===== src/hw/rtl/lmbb_pkg.sv =====
// ---------------------------------------------------------------------------
// lmbb_pkg
// constants, types and helpers of the line message byte buffer
// ---------------------------------------------------------------------------
package lmbb_pkg;

    // buffer geometry
    localparam int DEPTH  = 256;
    localparam int ADDR_W = $clog2(DEPTH);
    localparam int PTR_W  = $clog2(DEPTH + 1);

    // field widths
    localparam int BYTE_W = 8;
    localparam int CNT_W  = 9;

    // request codes
    localparam logic REQ_PUT = 1'b0;
    localparam logic REQ_GET = 1'b1;

    // message delimiters
    localparam logic [BYTE_W-1:0] CH_NEWLINE = 8'h0A;
    localparam logic [BYTE_W-1:0] CH_NUL     = 8'h00;

    // sequencer states
    typedef enum logic [1:0] {
        ST_IDLE = 2'b01,
        ST_EXEC = 2'b10
    } state_t;

    function automatic logic is_delim(input logic [BYTE_W-1:0] b);
        return (b == CH_NEWLINE) || (b == CH_NUL);
    endfunction

endpackage


===== src/hw/rtl/lmbb_ram.sv =====
// ---------------------------------------------------------------------------
// lmbb_ram
// generic single-write, single-read synchronous ram with registered read
// ---------------------------------------------------------------------------
module lmbb_ram #(
    parameter int WIDTH = 8,
    parameter int DEPTH = 256
) (
    input  logic                     clk,
    input  logic                     we,
    input  logic [$clog2(DEPTH)-1:0] waddr,
    input  logic [WIDTH-1:0]         wdata,
    input  logic                     re,
    input  logic [$clog2(DEPTH)-1:0] raddr,
    output logic [WIDTH-1:0]         rdata
);

    logic [WIDTH-1:0] mem [DEPTH];

    // write port
    always_ff @(posedge clk)
    begin
        if (we)
        begin
            mem[waddr] <= wdata;
        end
    end

    // registered read port
    always_ff @(posedge clk)
    begin
        if (re)
        begin
            rdata <= mem[raddr];
        end
    end

endmodule


===== src/hw/rtl/line_message_byte_buffer.sv =====
// ---------------------------------------------------------------------------
// line_message_byte_buffer
// linear byte buffer for line-delimited messages with a message count
// ---------------------------------------------------------------------------
// done: the strobe is registered from the execute state that follows the
//   accept; busy holds off a new request until that state is over, set by the
//   read of the byte ram followed by the update of pointers and count
// reset: pointers and message count clear at once, the ram is not cleared;
//   a get on an empty buffer reads it but returns no byte; busy is low right after reset
module line_message_byte_buffer (
    input  logic                         clk,
    input  logic                         rst_n,
    input  logic                         start,
    output logic                         busy,
    input  logic                         req_type,
    input  logic [lmbb_pkg::BYTE_W-1:0]  byte_in,
    output logic                         done,
    output logic [lmbb_pkg::BYTE_W-1:0]  read_byte,
    output logic                         read_valid,
    output logic                         put_dropped,
    output logic [lmbb_pkg::CNT_W-1:0]   message_count,
    output logic [lmbb_pkg::CNT_W-1:0]   bytes_held
);

    lmbb_pkg::state_t                  state_reg, state_next;
    logic [lmbb_pkg::PTR_W-1:0]        wr_ptr_reg, wr_ptr_next;
    logic [lmbb_pkg::PTR_W-1:0]        rd_ptr_reg, rd_ptr_next;
    logic [lmbb_pkg::PTR_W-1:0]        msgs_reg, msgs_next;
    logic                              done_reg;
    logic                              req_type_reg;
    logic [lmbb_pkg::BYTE_W-1:0]       req_byte_reg;
    logic [lmbb_pkg::BYTE_W-1:0]       read_byte_reg, read_byte_next;
    logic                              read_valid_reg, read_valid_next;
    logic                              put_dropped_reg, put_dropped_next;
    logic [lmbb_pkg::CNT_W-1:0]        message_count_reg, message_count_next;
    logic [lmbb_pkg::CNT_W-1:0]        bytes_held_reg, bytes_held_next;

    logic                              accept;
    logic                              exec;
    logic                              full;
    logic [lmbb_pkg::PTR_W-1:0]        wr_inc;
    logic [lmbb_pkg::PTR_W-1:0]        rd_inc;
    logic [lmbb_pkg::BYTE_W-1:0]       ram_rdata;
    logic                              ram_we;
    logic                              ram_re;

    assign accept = start && (state_reg == lmbb_pkg::ST_IDLE);
    assign exec   = (state_reg == lmbb_pkg::ST_EXEC);
    assign full   = (wr_ptr_reg == lmbb_pkg::PTR_W'(lmbb_pkg::DEPTH));
    assign wr_inc = wr_ptr_reg + lmbb_pkg::PTR_W'(1);
    assign rd_inc = rd_ptr_reg + lmbb_pkg::PTR_W'(1);

    // byte store: read issued on accept, write done in the execute cycle
    assign ram_re = accept && (req_type == lmbb_pkg::REQ_GET);
    assign ram_we = exec && (req_type_reg == lmbb_pkg::REQ_PUT) && !full;

    lmbb_ram #(
        .WIDTH (lmbb_pkg::BYTE_W),
        .DEPTH (lmbb_pkg::DEPTH)
    ) u_store (
        .clk   (clk),
        .we    (ram_we),
        .waddr (wr_ptr_reg[lmbb_pkg::ADDR_W-1:0]),
        .wdata (req_byte_reg),
        .re    (ram_re),
        .raddr (rd_ptr_reg[lmbb_pkg::ADDR_W-1:0]),
        .rdata (ram_rdata)
    );

    // sequencer
    always_comb
    begin
        state_next = state_reg;
        unique case (state_reg)
            lmbb_pkg::ST_IDLE:
            begin
                if (start)
                begin
                    state_next = lmbb_pkg::ST_EXEC;
                end
            end
            lmbb_pkg::ST_EXEC:
            begin
                state_next = lmbb_pkg::ST_IDLE;
            end
            default:
            begin
                state_next = lmbb_pkg::ST_IDLE;
            end
        endcase
    end

    // pointer, count and result update for the request in flight
    always_comb
    begin
        logic [lmbb_pkg::BYTE_W-1:0] rbyte;
        rbyte            = ram_rdata;
        wr_ptr_next      = wr_ptr_reg;
        rd_ptr_next      = rd_ptr_reg;
        msgs_next        = msgs_reg;
        read_byte_next   = '0;
        read_valid_next  = 1'b0;
        put_dropped_next = 1'b0;

        if (req_type_reg == lmbb_pkg::REQ_PUT)
        begin
            if (full)
            begin
                put_dropped_next = 1'b1;
            end
            else
            begin
                wr_ptr_next = wr_inc;
                // delimiter or forced end in the last slot
                if (lmbb_pkg::is_delim(req_byte_reg) ||
                    (wr_inc == lmbb_pkg::PTR_W'(lmbb_pkg::DEPTH)))
                begin
                    msgs_next = msgs_reg + lmbb_pkg::PTR_W'(1);
                end
            end
        end
        else if (rd_ptr_reg < wr_ptr_reg)
        begin
            // final byte of a full buffer reads back as newline
            if (full && (rd_inc == lmbb_pkg::PTR_W'(lmbb_pkg::DEPTH)))
            begin
                rbyte = lmbb_pkg::CH_NEWLINE;
            end
            read_byte_next  = rbyte;
            read_valid_next = 1'b1;
            rd_ptr_next     = rd_inc;
            if (lmbb_pkg::is_delim(rbyte) && (msgs_reg != '0))
            begin
                msgs_next = msgs_reg - lmbb_pkg::PTR_W'(1);
            end
            // drained: rewind both pointers
            if (rd_inc == wr_ptr_reg)
            begin
                rd_ptr_next = '0;
                wr_ptr_next = '0;
            end
        end

        message_count_next = lmbb_pkg::CNT_W'(msgs_next);
        bytes_held_next    = lmbb_pkg::CNT_W'(wr_ptr_next - rd_ptr_next);
    end

    // control state
    always_ff @(posedge clk or negedge rst_n)
    begin
        if (!rst_n)
        begin
            state_reg  <= lmbb_pkg::ST_IDLE;
            wr_ptr_reg <= '0;
            rd_ptr_reg <= '0;
            msgs_reg   <= '0;
            done_reg   <= 1'b0;
        end
        else
        begin
            state_reg <= state_next;
            done_reg  <= exec;
            if (exec)
            begin
                wr_ptr_reg <= wr_ptr_next;
                rd_ptr_reg <= rd_ptr_next;
                msgs_reg   <= msgs_next;
            end
        end
    end

    // request capture and result registers
    always_ff @(posedge clk)
    begin
        if (accept)
        begin
            req_type_reg <= req_type;
            req_byte_reg <= byte_in;
        end
        if (exec)
        begin
            read_byte_reg     <= read_byte_next;
            read_valid_reg    <= read_valid_next;
            put_dropped_reg   <= put_dropped_next;
            message_count_reg <= message_count_next;
            bytes_held_reg    <= bytes_held_next;
        end
    end

    assign busy          = (state_reg != lmbb_pkg::ST_IDLE);
    assign done          = done_reg;
    assign read_byte     = read_byte_reg;
    assign read_valid    = read_valid_reg;
    assign put_dropped   = put_dropped_reg;
    assign message_count = message_count_reg;
    assign bytes_held    = bytes_held_reg;

endmodule


===== config.mk =====
export PLATFORM = sky130hd
export DESIGN_NAME = line_message_byte_buffer
export DESIGN_NICKNAME = d
export VERILOG_FILES = /design/src/hw/rtl/lmbb_pkg.sv /design/src/hw/rtl/lmbb_ram.sv /design/src/hw/rtl/line_message_byte_buffer.sv
export SDC_FILE = /design/constraint.sdc
export NUM_CORES = 2
export LEC_CHECK = 0
export BUFFER_PORTS_ARGS = -buffer_cell sky130_fd_sc_hd__buf_4
export CORE_ASPECT_RATIO = 1.2
export CORE_MARGIN = 2
export CORE_UTILIZATION = 40
export CTS_CLUSTER_SIZE = 8
export DETAILED_ROUTE_END_ITERATION = 10
export SLEW_MARGIN = 30
export SYNTH_ARGS = -nofsm -noshare
export SYNTH_HDL_FRONTEND = slang
export SYNTH_HIERARCHICAL = 1
export SYNTH_SLANG_ARGS = --single-unit

===== constraint.sdc =====
create_clock -name clk -period 10.7 [get_ports clk]
set_clock_uncertainty 0.15 [all_clocks]
set_input_delay 1.07 -clock clk [delete_from_list [all_inputs] [get_ports clk]]
set_output_delay 1.07 -clock clk [all_outputs]
set_load 0.05 [all_outputs]

==> results_dict.tcl <==
set metrics [dict create \
    status "finished clean" \
    avgRoutedWirePerCell_um 29.96 \
    mostFrequentLayoutCells "2093 x edfxtp_1, 454 x mux4_2, 319 x clkbuf_16" \
    vias 42680 \
    critical_path.max_fanout 54 \
    synth_simple_gate_area_share_pct 3.532 \
    timing.fmax_mhz 167.1 \
    grt_setup_unrepaired "false" \
    place_inst 6861 \
    synth_top_family_by_area "multiplexers" \
    largest_reg_flops 2048 \
    start_kind "flip-flop" \
    cts_setup_buffers 0 \
    layout_commonest_cell "edfxtp_1" \
    hold_start "byte_in[5]" \
    fin_ws_ns 4.714 \
    fin_tns_setup_ns 0 \
    fp.dieArea_um2 214000 \
    path_class "flip-flop to flip-flop" \
    grt_pass1_wl_um 312400 \
    clk_latency_ns 0.90 \
    overflow 0 \
    grt_start_max_net_pins 189 \
    min_path_type "primary input to flip-flop" \
    powerDensity_nw_per_um2 230.4 \
    core_area_um2 209300 \
    timing.final.crit_share_pct 55.94 \
    reg2reg_from "rd_ptr_reg[2]" \
    clockBufferDepth 4 \
    synth_cells 4200 \
    whs_endpoint "req_byte_reg[5]" \
    slew_violations 0 \
    hpwl_um 127700 \
    synthArstFlopShare_pct 1.413 \
    grt_usage_pct 20.05 \
    fin_cells 7229 \
    synthMuxAreaShare_pct 13.89 \
    whs_path_depth 1 \
    ys_types 83 \
    synth_edf_count 2093 \
    synth_fa_ha_area_share_pct 0.3808 \
    drive_gt1_share_pct 23.06 \
    chipWidth_um 422.6 \
    dp_slack_ns 4.827 \
    p_leak_nw 29.54 \
    r2r_slack_ns 4.71 \
    synth.avg_cell_area_um2 20.03 \
    synthXorXnorAreaFrac_pct 0.4165 \
    slew-limit-headroom_pct 28.40 \
    syn2layout_area_growth_pct 13.85 \
    totalWireLength_um 216600 \
    die_h_um 506.3 \
    irDropWorstVdd_uv 204.0 \
    cts.sinks 2123 \
    nNetsFinal 4432 \
    post-route-min-period_ns 5.986 \
    ios 42 \
    synth_nets 4237 \
    first_pass_iters 6 \
    hold_ws_ns 0.1951 \
    mappedNetlistArea_um2 84110 \
    setup_violations 0 \
    ys_ff_latch 2123 \
    cts_buffers 315 \
    synthFlopType "edfxtp_1" \
    synth-compound-area-share_pct 4.159 \
    port_buffers 41 \
    hold_viol 0 \
    cp.required_ns 11.18 \
    ys_seq_area_share_pct 75.62 \
    cts_tree "yes" \
    viasPerCell 5.904 \
    rows 184 \
    antenna_found_initial 8 \
    r2r-end "bytes_held[7]" \
    htreeDepth 5 \
    top_register "u_store/mem" \
    cp_data_arrival_time_ns 6.46 \
    postRouteAntennaNets 0 \
    start_util_pct 40.19 \
    worst_slew_pin_slew_ns 1.074 \
    end_kind "flip-flop" \
    root_buffer "clkbuf_16" \
    reg2regPathDepth 16 \
    path_clk_slew_ns 0.06 \
    timing.max_cap.violations 0 \
    routabilityCongestion 0.8449 \
    drt_iter0_drc 5094 \
    grt_pass1_vias 43440 \
    drc 0 \
    synth_warnings 6 \
]
==> critical path: stages, from the launching register on <==
cell      delay, ns
dfrtp_4        0.66
buf_4          0.76
nand3_2        0.39
or4_1          0.55
o211ai_1       0.10
a32oi_1        0.10
a211oi_2       0.75
and2_1         0.61
o21ai_1        0.16
ha_1           0.31
nor2b_1        0.13
o21ai_0        0.18
nand2b_1       0.12
a21o_1         0.19
a21oi_1        0.21
o21ai_0        0.15
xor2_1         0.15
==> stage by stage <==
step / utilization (%) / cell area [µm²] / total power (W)
after detailed placement: 41.73 / 87320 / 0.01374
after CTS: 45.65 / 95530 / 0.02223
after floorplan: - / 84110 / 0.01274
final: 45.76 / 95750 / 0.02206
after global routing: 45.75 / 95750 / 0.02277
after global placement: 41.65 / 87160 / 0.01371
==> worst max-delay path by stage <==
stage | start | to | slack (ns) | cells past startpoint
finish | rd_ptr_reg[2] | bytes_held[7] | 4.71 | 16
floorplan | req_byte_reg[5] | message_count[2] | 5.90 | 6
CTS | rd_ptr_reg[2] | bytes_held[7] | 4.80 | 16
global route | rd_ptr_reg[2] | bytes_held[7] | 4.39 | 17
global placement | rd_ptr_reg[0] | u_store/rdata[3] | 4.31 | 8
detailed placement | rd_ptr_reg[2] | bytes_held[7] | 4.83 | 16
==> power by group <==
| group | internal [W] | leakage, nW | total (W) | switching (W) |
|---|---|---|---|---|
| sequential | 0.00925 | 19.2 | 0.00936 | 0.000117 |
| combinational | 0.00185 | 6.35 | 0.00421 | 0.00236 |
| clock | 0.00524 | 4.02 | 0.00848 | 0.00325 |
==> repair_timing <==
item,in CTS,in global routing
hold endpoints to repair,29,0
hold buffers,1,0
resized for setup,0,0
==> synth_stat cells (all sizes together), types with 7 or more instances <==
| library cell | n | area [µm²] |
|---|---|---|
| o211ai | 20 | 150.1 |
| a22oi | 136 | 1021 |
| a2111oi | 7 | 107.6 |
| a21oi | 119 | 599.3 |
| inv | 27 | 101.4 |
| ha | 24 | 300.3 |
| o221ai | 48 | 426.7 |
| o22ai | 30 | 187.7 |
| nand3 | 46 | 235.2 |
| nand2b | 19 | 118.9 |
| or2 | 7 | 43.80 |
| a22o | 11 | 96.34 |
| xor2 | 8 | 70.07 |
| a211oi | 21 | 162.6 |
| xnor2 | 32 | 280.3 |
| nand2 | 66 | 247.7 |
| nor2 | 319 | 1197 |
| a31oi | 7 | 43.79 |
| dfrtp | 29 | 725.7 |
| mux2i | 137 | 1371 |
| buf | 137 | 1115 |
| clkbuf | 123 | 461.7 |
| and3 | 11 | 68.82 |
| mux4 | 456 | 10280 |
| nand4 | 20 | 131.4 |
| o32ai | 7 | 68.82 |
| edfxtp | 2093 | 62850 |
| o21ai | 41 | 205.2 |
| nor3 | 38 | 200.2 |
| and2 | 10 | 62.56 |
| nor4 | 34 | 231.5 |
| a221oi | 18 | 163.9 |
| nor2b | 36 | 225.2 |
| or4 | 8 | 63.81 |
==> cell families (layout without fill, tap and decap cells) <==
group / after synthesis / after routing
buf+inv: 288 / 525
compound gates: 496 / 496
xor+xnor: 40 / 40
simple gates: 632 / 632
other cells: 0 / 2
mux: 596 / 596
fa+ha+maj: 25 / 25
flops: 2123 / 2123
==> routing by layer <==
layer	track usage, %	up-vias	wire (µm)
li1	-	17680	-
met1	26.41	22870	86810
met2	33.04	1758	106800
met3	3.447	369	14310
met4	8.279	2	8612
met5	0	-	13
==> layout make-up <==
| type | count | area [µm²] |
|---|---|---|
| clock inverter | 13 | 120.1 |
| tap | 2790 | 3491 |
| timing repair buffer | 138 | 1257 |
| sequential | 2123 | 63620 |
| inverter | 28 | 105.1 |
| clock buffer | 346 | 8084 |
| antenna | 2 | 5.005 |
| multi-input combinational | 1789 | 19070 |
| fill | 17360 | 113500 |
Power figures use the tool's default switching activity.
